[src/sv/assert_macros.svh]
// ---------------------------------------------------------------------------
// assertion macros
// shared concurrent assertion forms, clocked on clk with rst_n as disable
// ---------------------------------------------------------------------------
`ifndef ASSERT_MACROS_SVH
`define ASSERT_MACROS_SVH

// condition must hold at every clock edge out of reset
`define ASSERT_ALWAYS(label, cond, msg) \
    label: assert property (@(posedge clk) disable iff (!rst_n) (cond)) \
        else $error(msg);

// consequent must hold in the cycle after the antecedent
`define ASSERT_NEXT(label, ante, cons, msg) \
    label: assert property (@(posedge clk) disable iff (!rst_n) (ante) |=> (cons)) \
        else $error(msg);

`endif

[src/sv/rsdt_pkg.sv]
// ---------------------------------------------------------------------------
// rsdt_pkg
// shared types and constants of the endpoint table classifier
// ---------------------------------------------------------------------------
package rsdt_pkg;

    localparam int ENTRIES     = 16;
    localparam int POS_W       = (ENTRIES > 1) ? $clog2(ENTRIES) : 1;
    localparam int MAX_RESULTS = 16;
    localparam int CNT_W       = $clog2(MAX_RESULTS + 1);

    localparam logic [7:0] ICMP_PROTO = 8'd1;
    localparam int         TYPE_LIMIT = 32;

    // commands
    localparam logic [1:0] CMD_INSERT  = 2'd0;
    localparam logic [1:0] CMD_REMOVE  = 2'd1;
    localparam logic [1:0] CMD_LOOKUP  = 2'd2;
    localparam logic [1:0] CMD_SETMASK = 2'd3;

    // result status codes
    localparam logic [2:0] RES_DONE      = 3'd0;
    localparam logic [2:0] RES_DELIVERED = 3'd1;
    localparam logic [2:0] RES_FILTERED  = 3'd2;
    localparam logic [2:0] RES_NOMATCH   = 3'd3;
    localparam logic [2:0] RES_NOTSUP    = 3'd4;

    // broadcast key / entry payload
    typedef struct packed {
        logic [7:0]  protocol;
        logic [31:0] remote_addr;
        logic [31:0] local_addr;
        logic [7:0]  device;
        logic [7:0]  icmp_type;
        logic        icmp_header_ok;
        logic [31:0] block_mask;
    } key_t;

    // per-cell control
    typedef struct packed {
        logic ins;
        logic rem;
        logic setm;
        logic cmp;
        logic shift;
    } cell_ctl_t;

    // control into the row of cells
    typedef struct packed {
        cell_ctl_t  op;
        logic [3:0] slot;
    } chain_ctl_t;

endpackage

[src/sv/raw_socket_demux_table.sv]
// ---------------------------------------------------------------------------
// raw_socket_demux_table
// wildcard receive endpoint table with slot-ordered packet classification
// ---------------------------------------------------------------------------
// usage
//   s_* carries commands: s_tuser is the command (insert, remove, lookup,
//   set icmp mask), s_tdata the slot, packet or entry fields and the mask
//   m_* carries results: m_tdata the slot, m_tuser the status, m_tlast
//   marks the final result beat of one command
// command flow
//   one command at a time; s_tready is high only while the block is idle
//   insert, remove and mask set: the result is loaded from the execute
//   state once the output register is free, then the block returns to idle
//   lookup: all cells compare in the execute state, then a scan as the hit
//   flags shift down the cell row, one slot per cycle while no matching
//   slot waits on a full output register
// reset
//   all entries become empty, no result is pending, the block is idle
// stall
//   the output register holds a result until taken; the scan waits at a
//   matching slot while the register is full, non-matching slots still
//   shift on
// ---------------------------------------------------------------------------
`include "assert_macros.svh"

module raw_socket_demux_table
    import rsdt_pkg::*;
(
    input  logic         clk,
    input  logic         rst_n,
    // slave side
    input  logic         s_tvalid,
    output logic         s_tready,
    // tdata: slot[3:0], protocol[11:4], remote_addr[43:12], local_addr[75:44],
    //        device[83:76], icmp_type[91:84], icmp_header_ok[92],
    //        block_mask[124:93], zero pad[127:125]
    input  logic [127:0] s_tdata,
    // tuser: cmd[1:0]
    input  logic [1:0]   s_tuser,
    // master side
    output logic         m_tvalid,
    input  logic         m_tready,
    // tdata: result_slot[3:0], zero pad[7:4]
    output logic [7:0]   m_tdata,
    // tuser: status[2:0]
    output logic [2:0]   m_tuser,
    output logic         m_tlast
);

    // control states
    localparam logic [1:0] S_IDLE  = 2'd0;
    localparam logic [1:0] S_EXEC  = 2'd1;
    localparam logic [1:0] S_DRAIN = 2'd2;

    logic [1:0]       state_reg, state_next;
    logic [1:0]       cmd_reg;
    logic [3:0]       slot_reg;
    key_t             key_reg;
    logic [POS_W-1:0] pos_reg, pos_next;
    logic [CNT_W-1:0] cnt_reg, cnt_next;

    // output register
    logic             out_valid_reg, out_valid_next;
    logic [3:0]       out_slot_reg;
    logic [2:0]       out_status_reg;
    logic             out_last_reg;
    logic             out_load;
    logic [3:0]       ld_slot;
    logic [2:0]       ld_status;
    logic             ld_last;
    logic             out_free;

    chain_ctl_t       ctl;
    logic             head_hit;
    logic             head_filt;
    logic             tail_any;
    logic             mask_ok;
    logic             in_range;
    logic             accept;

    assign accept   = s_tvalid && s_tready;
    assign s_tready = (state_reg == S_IDLE);
    assign out_free = !out_valid_reg || m_tready;
    assign in_range = (int'(slot_reg) < ENTRIES);

    rsdt_chain u_chain (
        .clk       (clk),
        .rst_n     (rst_n),
        .ctl       (ctl),
        .key       (key_reg),
        .head_hit  (head_hit),
        .head_filt (head_filt),
        .tail_any  (tail_any),
        .mask_ok   (mask_ok)
    );

    always_comb
    begin
        state_next = state_reg;
        pos_next   = pos_reg;
        cnt_next   = cnt_reg;
        ctl        = '0;
        ctl.slot   = slot_reg;
        out_load   = 1'b0;
        ld_slot    = slot_reg;
        ld_status  = RES_DONE;
        ld_last    = 1'b1;

        unique case (state_reg)
            S_IDLE:
            begin
                if (s_tvalid)
                    state_next = S_EXEC;
            end
            S_EXEC:
            begin
                if (cmd_reg == CMD_LOOKUP)
                begin
                    // every cell compares against the held packet key
                    ctl.op.cmp = 1'b1;
                    pos_next   = '0;
                    cnt_next   = '0;
                    state_next = S_DRAIN;
                end
                else if (out_free)
                begin
                    out_load   = 1'b1;
                    state_next = S_IDLE;
                    if (!in_range)
                        ld_status = RES_NOTSUP;
                    else
                    begin
                        unique case (cmd_reg)
                            CMD_INSERT:  ctl.op.ins = 1'b1;
                            CMD_REMOVE:  ctl.op.rem = 1'b1;
                            CMD_SETMASK:
                            begin
                                ctl.op.setm = mask_ok;
                                ld_status   = mask_ok ? RES_DONE : RES_NOTSUP;
                            end
                            default:     ld_status = RES_NOTSUP;
                        endcase
                    end
                end
            end
            S_DRAIN:
            begin
                priority if (cnt_reg == '0 && !head_hit && !tail_any)
                begin
                    // nothing matched at all
                    if (out_free)
                    begin
                        out_load   = 1'b1;
                        ld_slot    = 4'd0;
                        ld_status  = RES_NOMATCH;
                        state_next = S_IDLE;
                    end
                end
                else if (head_hit)
                begin
                    if (out_free)
                    begin
                        out_load     = 1'b1;
                        ld_slot      = 4'(pos_reg);
                        ld_status    = head_filt ? RES_FILTERED : RES_DELIVERED;
                        ld_last      = !tail_any
                                    || (cnt_reg == CNT_W'(MAX_RESULTS - 1));
                        ctl.op.shift = 1'b1;
                        pos_next     = pos_reg + 1'b1;
                        cnt_next     = cnt_reg + 1'b1;
                        if (ld_last)
                            state_next = S_IDLE;
                    end
                end
                else
                begin
                    // skip a non-matching slot
                    ctl.op.shift = 1'b1;
                    pos_next     = pos_reg + 1'b1;
                end
            end
            default:
                state_next = S_IDLE;
        endcase

        out_valid_next = out_load ? 1'b1 : (out_valid_reg && !m_tready);
    end

    always_ff @(posedge clk or negedge rst_n)
    begin
        if (!rst_n)
        begin
            state_reg     <= S_IDLE;
            pos_reg       <= '0;
            cnt_reg       <= '0;
            out_valid_reg <= 1'b0;
        end
        else
        begin
            state_reg     <= state_next;
            pos_reg       <= pos_next;
            cnt_reg       <= cnt_next;
            out_valid_reg <= out_valid_next;
        end
    end

    // command and result payload
    always_ff @(posedge clk)
    begin
        if (accept)
        begin
            cmd_reg                <= s_tuser;
            slot_reg               <= s_tdata[3:0];
            key_reg.protocol       <= s_tdata[11:4];
            key_reg.remote_addr    <= s_tdata[43:12];
            key_reg.local_addr     <= s_tdata[75:44];
            key_reg.device         <= s_tdata[83:76];
            key_reg.icmp_type      <= s_tdata[91:84];
            key_reg.icmp_header_ok <= s_tdata[92];
            key_reg.block_mask     <= s_tdata[124:93];
        end
        if (out_load)
        begin
            out_slot_reg   <= ld_slot;
            out_status_reg <= ld_status;
            out_last_reg   <= ld_last;
        end
    end

    assign m_tvalid = out_valid_reg;
    assign m_tdata  = {4'd0, out_slot_reg};
    assign m_tuser  = out_status_reg;
    assign m_tlast  = out_last_reg;

    // checks
    `ASSERT_NEXT(a_accept_exec, accept, state_reg == S_EXEC,
        "accepted command did not start execution")
    `ASSERT_NEXT(a_last_idle, (state_reg == S_DRAIN) && out_load && ld_last,
        state_reg == S_IDLE, "scan continued after its final result")
    `ASSERT_ALWAYS(a_cnt_bound, cnt_reg <= CNT_W'(MAX_RESULTS),
        "result count exceeded its limit")

endmodule

[src/sv/rsdt_cell.sv]
// ---------------------------------------------------------------------------
// rsdt_cell
// one table entry: stored endpoint, match logic and one stage of the hit chain
// ---------------------------------------------------------------------------
module rsdt_cell
    import rsdt_pkg::*;
(
    input  logic      clk,
    input  logic      rst_n,
    input  cell_ctl_t ctl,
    input  logic      sel,
    input  key_t      key,
    input  logic      hit_in,
    input  logic      filt_in,
    output logic      hit,
    output logic      filt,
    output logic      mask_ok
);

    logic        valid_reg;
    logic [7:0]  proto_reg;
    logic [31:0] remote_reg;
    logic [31:0] local_reg;
    logic [7:0]  device_reg;
    logic [31:0] mask_reg;
    logic        hit_reg;
    logic        filt_reg;
    logic        match;
    logic        filtered;

    assign match = valid_reg && (proto_reg == key.protocol)
                && ((remote_reg == 32'd0) || (remote_reg == key.remote_addr))
                && ((local_reg == 32'd0) || (local_reg == key.local_addr))
                && ((device_reg == 8'd0) || (device_reg == key.device));

    // icmp only: short header or blocked type below the limit
    assign filtered = (key.protocol == ICMP_PROTO)
                   && (!key.icmp_header_ok
                       || ((key.icmp_type < 8'(TYPE_LIMIT)) && mask_reg[key.icmp_type[4:0]]));

    assign mask_ok = valid_reg && (proto_reg == ICMP_PROTO);
    assign hit     = hit_reg;
    assign filt    = filt_reg;

    always_ff @(posedge clk or negedge rst_n)
    begin
        if (!rst_n)
        begin
            valid_reg <= 1'b0;
            hit_reg   <= 1'b0;
        end
        else
        begin
            if (sel && ctl.ins)
                valid_reg <= 1'b1;
            else if (sel && ctl.rem)
                valid_reg <= 1'b0;
            if (ctl.cmp)
                hit_reg <= match;
            else if (ctl.shift)
                hit_reg <= hit_in;
        end
    end

    always_ff @(posedge clk)
    begin
        if (sel && ctl.ins)
        begin
            proto_reg  <= key.protocol;
            remote_reg <= key.remote_addr;
            local_reg  <= key.local_addr;
            device_reg <= key.device;
            mask_reg   <= 32'd0;
        end
        else if (sel && ctl.setm)
            mask_reg <= key.block_mask;
        if (ctl.cmp)
            filt_reg <= filtered;
        else if (ctl.shift)
            filt_reg <= filt_in;
    end

endmodule

[src/sv/rsdt_chain.sv]
// ---------------------------------------------------------------------------
// rsdt_chain
// row of entry cells; hit flags shift towards cell 0 during a scan
// ---------------------------------------------------------------------------
module rsdt_chain
    import rsdt_pkg::*;
(
    input  logic       clk,
    input  logic       rst_n,
    input  chain_ctl_t ctl,
    input  key_t       key,
    output logic       head_hit,
    output logic       head_filt,
    output logic       tail_any,
    output logic       mask_ok
);

    logic [ENTRIES:0]   hit_ext;
    logic [ENTRIES:0]   filt_ext;
    logic [ENTRIES-1:0] ok_w;
    logic [ENTRIES-1:0] sel_w;

    assign hit_ext[ENTRIES]  = 1'b0;
    assign filt_ext[ENTRIES] = 1'b0;

    for (genvar i = 0; i < ENTRIES; i++)
    begin : g_cell
        assign sel_w[i] = (ENTRIES <= 16 || i < 16) && (ctl.slot == 4'(i));

        rsdt_cell u_cell (
            .clk     (clk),
            .rst_n   (rst_n),
            .ctl     (ctl.op),
            .sel     (sel_w[i]),
            .key     (key),
            .hit_in  (hit_ext[i+1]),
            .filt_in (filt_ext[i+1]),
            .hit     (hit_ext[i]),
            .filt    (filt_ext[i]),
            .mask_ok (ok_w[i])
        );
    end

    assign head_hit  = hit_ext[0];
    assign head_filt = filt_ext[0];
    assign tail_any  = |hit_ext[ENTRIES:1];
    assign mask_ok   = |(ok_w & sel_w);

endmodule

[config.mk]
export PLATFORM = sky130hd
export DESIGN_NAME = raw_socket_demux_table
export DESIGN_NICKNAME = d
export VERILOG_FILES = /design/src/sv/rsdt_pkg.sv /design/src/sv/raw_socket_demux_table.sv /design/src/sv/rsdt_cell.sv /design/src/sv/rsdt_chain.sv
export VERILOG_INCLUDE_DIRS = /design/src /design/src/sv
export SDC_FILE = /design/constraint.sdc
export NUM_CORES = 2
export LEC_CHECK = 0
export ABC_CLOCK_PERIOD_IN_PS = 3900
export BUFFER_PORTS_ARGS = -buffer_cell sky130_fd_sc_hd__buf_2
export CAP_MARGIN = 20
export CORE_UTILIZATION = 57
export DETAILED_ROUTE_END_ITERATION = 7
export PLACE_DENSITY = 0.8
export SYNTH_ARGS = -nofsm -noshare
export SYNTH_HDL_FRONTEND = slang
export SYNTH_SLANG_ARGS = --single-unit
[constraint.sdc]
create_clock -name clk -period 3.9 [get_ports clk]
set_input_delay 0.78 -clock clk [delete_from_list [all_inputs] [get_ports clk]]
set_output_delay 0.78 -clock clk [all_outputs]
set_load 0.01 [all_outputs]
# ---- After elaboration in Yosys (flattened, before gate mapping)
# Index checks and enable logic that the tools add are counted.
dict set report word_totals {
  ff_bits 1987
  out_inout_bits 14
  word_cells 751
}
dict set report classes {
  n_addsub 2
  n_lt_le_gt_ge 2
  eq_ne 111
  n_mux 176
  bitwise_logic 4
  n_reduce_logical 312
}
# operator n
set ops {}
lappend ops {{equality test 32 bit} 32}
lappend ops {{zero test 32 bit} 32}
lappend ops {{equality test 8 bit} 32}
lappend ops {{logical AND 1 bit} 164}
lappend ops {{equality test 8 x 1 -> 1 bit (second input constant)} 17}
lappend ops {{zero test 8 bit} 16}
lappend ops {{two-way mux 1 bit} 123}
lappend ops {{binary-select mux 1 bit (select 5 bit)} 16}
lappend ops {{logical OR 1 bit} 66}
lappend ops {{two-way mux 4 bit} 10}
lappend ops {{nonzero test 2 bit} 18}
lappend ops {{equality test 4 bit (second input constant)} 8}
lappend ops {{two-way mux 2 bit} 11}
lappend ops {{two-way mux 5 bit} 4}
lappend ops {{two-way mux 3 bit} 6}
lappend ops {{bitwise AND 16 bit} 1}
lappend ops {{equality test 4 x 3 -> 1 bit (second input constant)} 4}
lappend ops {{OR reduction 16 bit} 1}
lappend ops {{OR reduction 15 bit} 1}
lappend ops {{one-hot mux 3 bit (2 select lines)} 2}
lappend ops {{one-hot mux 5 bit (2 select lines)} 1}
lappend ops {{!= test 3 bit (second input constant)} 3}
lappend ops {{equality test 4 x 2 -> 1 bit (second input constant)} 2}
lappend ops {{< comparator 8 x 6 -> 1 bit (second input constant)} 1}
lappend ops {{other kinds (22)} 36}

# ---- Logic depth before layout (Yosys ltp)
dict set report depth {
  ltp_word 11
  mapped_depth 12
}

# ---- Hierarchy
# Synthesis repeated with hierarchy kept, for this count alone.
dict set report unflattened {
  cells_unflattened 6675
  hier_area_um2 85712.2
}
# module instances cells_per_inst area_each_um2 seq_area_each_um2
set by_module_without_submodules {}
lappend by_module_without_submodules {{rsdt_cell at u_chain.g_cell[10].u_cell ...} 15 398 5017.3 3123.0}
lappend by_module_without_submodules {raw_socket_demux_table 1 254 5096.1 4354.2}
lappend by_module_without_submodules {{rsdt_cell at u_chain.g_cell[0].u_cell} 1 398 4993.5 3123.0}
lappend by_module_without_submodules {rsdt_chain 1 53 362.8 0.0}

# ---- Worst setup path before layout
# OpenSTA, ideal clock, no wires.
dict set report synth_path {
  path_kind {input port to flip-flop}
  from {input port m_tready}
  to {register u_chain.g_cell[2].u_cell.device_reg[0], enable pin}
  setup_ps 434
  arrival_ps 3793
  setup_slack_ps -326
  stages 8
  n_path_buf 3
  path_cell_list {nand2b_1 nand2_1 nor3_1 clkbuf_1 nand2_1 clkbuf_1 buf_1 inv_1}
}
dict set report synth_between {
  elab_chain_len 5
}
# item line
set synth_lines {}
lappend synth_lines {{from (decl)} raw_socket_demux_table.sv:42} ;# input logic m_tready,
lappend synth_lines {{logical OR 1 bit} raw_socket_demux_table.sv:83} ;# assign out_free = !out_valid_reg || m_tready;
lappend synth_lines {{two-way mux 3 bit} raw_socket_demux_table.sv:125} ;# else if (out_free)
lappend synth_lines {{two-way mux 3 bit} raw_socket_demux_table.sv:117} ;# if (cmd_reg == CMD_LOOKUP)
lappend synth_lines {{two-way mux 4 bit} raw_socket_demux_table.sv:109} ;# unique case (state_reg)
lappend synth_lines {{logical AND 1 bit} rsdt_cell.sv:67} ;# if (sel && ctl.ins)
lappend synth_lines {{to (signal assigned)} rsdt_cell.sv:72} ;# device_reg <= key.device;
lappend synth_lines {{to (decl)} rsdt_cell.sv:24} ;# logic [7:0] device_reg;
# Every way passes these cells.
# A chain may end at the register's enable or synchronous reset.

# ---- Worst setup path after layout
dict set report layout_path {
  from {register slot_reg[0]}
  to {register u_chain.g_cell[7].u_cell.mask_reg[22]}
}
dict set report layout_between {
  elab_chain_len 8
  elab_cells_between_ends 24
  cone_classes {eq/ne: 15; mux: 4; bitwise: 1; reduce/logical: 4}
}
# item line
set layout_lines {}
lappend layout_lines {{from (decl)} raw_socket_demux_table.sv:57} ;# logic [3:0] slot_reg;
lappend layout_lines {{from (signal assigned)} raw_socket_demux_table.sv:213} ;# slot_reg <= s_tdata[3:0];
lappend layout_lines {{equality test 4 x 1 -> 1 bit, or another cell as far along} rsdt_chain.sv:28} ;# assign sel_w[i] = (ENTRIES <= 16 || i < 16) && (ctl.slot == 4'(i));
lappend layout_lines {{bitwise AND 16 bit} rsdt_chain.sv:47} ;# assign mask_ok = |(ok_w & sel_w);
lappend layout_lines {{OR reduction 16 bit} rsdt_chain.sv:47}
lappend layout_lines {{two-way mux 1 bit} raw_socket_demux_table.sv:133} ;# unique case (cmd_reg)
lappend layout_lines {{two-way mux 3 bit} raw_socket_demux_table.sv:125}
lappend layout_lines {{two-way mux 3 bit} raw_socket_demux_table.sv:117}
lappend layout_lines {{two-way mux 4 bit} raw_socket_demux_table.sv:109}
lappend layout_lines {{logical AND 1 bit} rsdt_cell.sv:75} ;# else if (sel && ctl.setm)
lappend layout_lines {{to (signal assigned)} rsdt_cell.sv:76} ;# mask_reg <= key.block_mask;
lappend layout_lines {{to (decl)} rsdt_cell.sv:25} ;# logic [31:0] mask_reg;
# Parallel ways exist; a longest one is shown, timed or not.

==> flow_summary.json <==
{
  "initialDrtViolationCount": 6617,
  "synth_top_area_share_pct": 48.9,
  "cts_buffers": 198,
  "worst_pin_slew_ns": 1.02,
  "rsz0062_at_grt": "false",
  "drc": 0,
  "initial_core_util_pct": 57.6,
  "ant_nets": 0,
  "clock-root-buffer": "clkbuf_16",
  "timing_hold_violations_final": 0,
  "grt_first_pass_wirelength_microns": 347000,
  "dp_hpwl_microns": 147000,
  "place_ws_ns": 0.600,
  "routed_via_density": 6.23,
  "vias": 57100,
  "power_density_nw_per_um2": 544,
  "route.met2.wl_microns": 110000,
  "layout_setup_ws_ns": 0.371,
  "maxSlewViolCount": 0,
  "r2r-start": "slot_reg[0]",
  "rows": 143,
  "cts.clk_slew.worst_paths_ns": 0.06,
  "cts_buffer_depth": 3,
  "ys_top_cells_by_area": "edfxtp_1 (49%), xor2_1 (12%), dfxtp_1 (12%)",
  "grt_start_max_net_pins": 81,
  "cp_data_required_time_ns": 4.64,
  "cts_resized": 0,
  "setup_viol": 0,
  "ys_seq_area_share_pct": 61.8,
  "min_period_ns": 3.53,
  "slew-limit-headroom_pct": 32.0,
  "yosysWarningCount": 0,
  "rrSetupSlack_ns": 0.37,
  "grt_pass1_vias": 56900,
  "arrival_ns": 4.27,
  "drive_gt1_share_pct": 13.8,
  "r2r_cells": 9,
  "syn_inst": 6743,
  "chipWidth_microns": 395,
  "cts-htree-levels": 4,
  "num_io_pins": 148,
  "cts_hold_buf": 0,
  "startpoint": "slot_reg[0]",
  "critical_path_class": "flop to flop",
  "synth_edf_count": 1431,
  "p_leak_nw": 34.4,
  "fp.dieH_microns": 395,
  "overflow": 0,
  "ir_drop_v": 0.000901,
  "nNetsFinal": 7100,
  "crit_path_end_kind": "flop",
  "clock_skew_ns": 0.0689,
  "first_pass_iters": 8,
  "ys.flop_type": "edfxtp_1",
  "synth_seq_cells": 1987,
  "min_path_type": "primary input to flop",
  "async_flop_share_pct": 2.21,
  "portBuffers": 140,
  "status": "completed",
  "post_cts_buffers": 0,
  "fmax_ghz": 0.283,
  "cp_max_fo": 32,
  "dp.cells": 8786,
  "ys_types": 55,
  "antenna_found_initial": 5,
  "synth_top_area_cell": "edfxtp_1",
  "cts.sinks": 1987,
  "die-area_sq_um": 156000,
  "syn_to_final_growth_pct": 12.6,
  "clk_latency_ns": 0.83,
  "grt_util_all_layers_pct": 29.5,
  "syn_area_sq_um": 87900,
  "fin_tns_setup_ns": 0,
  "core_sq_um": 152000,
  "max-cap-violations": 0,
  "wl_microns": 235000,
  "syn_area_per_cell_sq_um": 13.0,
  "place.gp.congestion": 0.917,
  "met3WireLength_microns": 22400,
  "met1_length_microns": 91400,
  "whs_ns": 0.118,
  "wl_per_cell_microns": 25.7,
  "cts_tree": "built",
  "cp-start-kind": "flop",
  "top_layer_used": "met5",
  "fin_cells": 9160,
  "final_core_util_pct": 64.9,
  "fillerInstances": 10600,
  "endpoint": "u_chain.g_cell[7].u_cell.mask_reg[22]",
  "fin_crit_sh_pct": 90.5,
  "reg2reg_to": "u_chain.g_cell[7].u_cell.mask_reg[22]"
}
cells in the mapped netlist, types with 3 or more instances:
cell type / n
nor3_1: 22
nor2_1: 36
nand4_1: 174
nand2_1: 1129
nor4_1: 605
o22ai_1: 33
buf_4: 27
inv_1: 26
nand4b_1: 3
buf_6: 37
o21ai_0: 43
and3_1: 3
nand3_1: 34
a22o_1: 6
dfxtp_1: 512
or4_1: 12
xor2_1: 1211
ha_1: 8
buf_1: 95
nor4bb_1: 4
buf_2: 5
nor4b_1: 14
xnor2_1: 69
clkbuf_1: 308
nand2b_1: 16
nor2b_1: 7
nor3b_1: 26
mux2i_1: 576
a22oi_1: 31
dfrtp_1: 44
edfxtp_1: 1431
a21oi_1: 35
mux4_2: 129
or3b_2: 6
power by group:
part / switching, mW / leakage [nW] / internal, mW
registers: 1.30 / 17.6 / 24.2
logic: 6.12 / 13.6 / 2.92
clock network: 8.36 / 3.20 / 11.0
metrics by stage:
step,area (sq um),total power [mW]
2_1_floorplan,87900,30.5
3_3_place_gp,92300,34.5
3_5_place_dp,92300,34.7
4_1_cts,98900,53.9
5_1_grt,99000,55.3
6_report,99000,53.9
layout make-up:
class	count	area [sq um]	share of cell area, %
repair buffers	484	3910	3.95
inverters	26	163	0.164
clock buffers	238	5220	5.27
clock inverters	133	1380	1.39
well taps	2030	2540	2.57
diodes	1	2.50	0.00253
flip-flops and latches	1987	54300	54.9
multi-input cells	4261	31400	31.8
layout by cell type, fill, tap and decap left out, types with 33 or more instances in the layout:
| cell type | n |
|---|---|
| o22ai_1 | 33 |
| nand3_1 | 34 |
| clkinv_2 | 42 |
| dfxtp_1 | 512 |
| buf_4 | 293 |
| mux4_2 | 129 |
| xnor2_1 | 69 |
| dfrtp_1 | 44 |
| o21ai_0 | 43 |
| xor2_1 | 1211 |
| mux2i_1 | 576 |
| nand2_1 | 1120 |
| nor4_1 | 604 |
| nor2_1 | 36 |
| edfxtp_1 | 1431 |
| buf_12 | 50 |
| a21oi_1 | 35 |
| buf_2 | 140 |
| clkbuf_16 | 200 |
| nand4_1 | 174 |
routing by layer:
| metal | vias to the layer above | track usage (%) |
|---|---|---|
| met5 | - | 0 |
| met4 | 2 | 13.9 |
| met3 | 647 | 5.35 |
| met2 | 3120 | 47.3 |
| met1 | 28400 | 39.2 |
| li1 | 24900 | - |
how the worst min path moves through the flow:
stage	start	endpoint	slack, ns	cells after the start
6_report	s_tdata[90]	key_reg[39]	0.12	1
5_1_grt	s_tdata[90]	key_reg[39]	0.1	1
4_1_cts	s_tdata[90]	key_reg[39]	0.07	1
3_5_place_dp	u_chain.g_cell[8].u_cell.mask_reg[3]	u_chain.g_cell[8].u_cell.mask_reg[3]	0.44	2
3_3_place_gp	u_chain.g_cell[5].u_cell.mask_reg[22]	u_chain.g_cell[5].u_cell.mask_reg[22]	0.44	2
2_1_floorplan	u_chain.g_cell[0].u_cell.mask_reg[10]	u_chain.g_cell[0].u_cell.mask_reg[10]	0.43	2
critical path, stage by stage, from the launching register on:
cell,delay (ns)
edfxtp_1,0.61
buf_4,0.27
nor4bb_1,0.73
nand4_1,0.22
nand4_1,0.16
or4_1,0.13
buf_4,0.28
nor3b_2,0.25
buf_4,0.50
mux2i_1,0.26
kinds of logic after synthesis:
kind of cell | Yosys count | synth area share (%)
xor+xnor | 1280 | 12.8
mux | 705 | 9.87
other cells | 1 | 0.00427
compound gates | 163 | 1.14
buf+inv | 498 | 2.57
fa+ha+maj | 8 | 0.114
simple gates | 2101 | 11.7
flops | 1987 | 61.8
No activity file was read; power rests on OpenSTA's default activity.
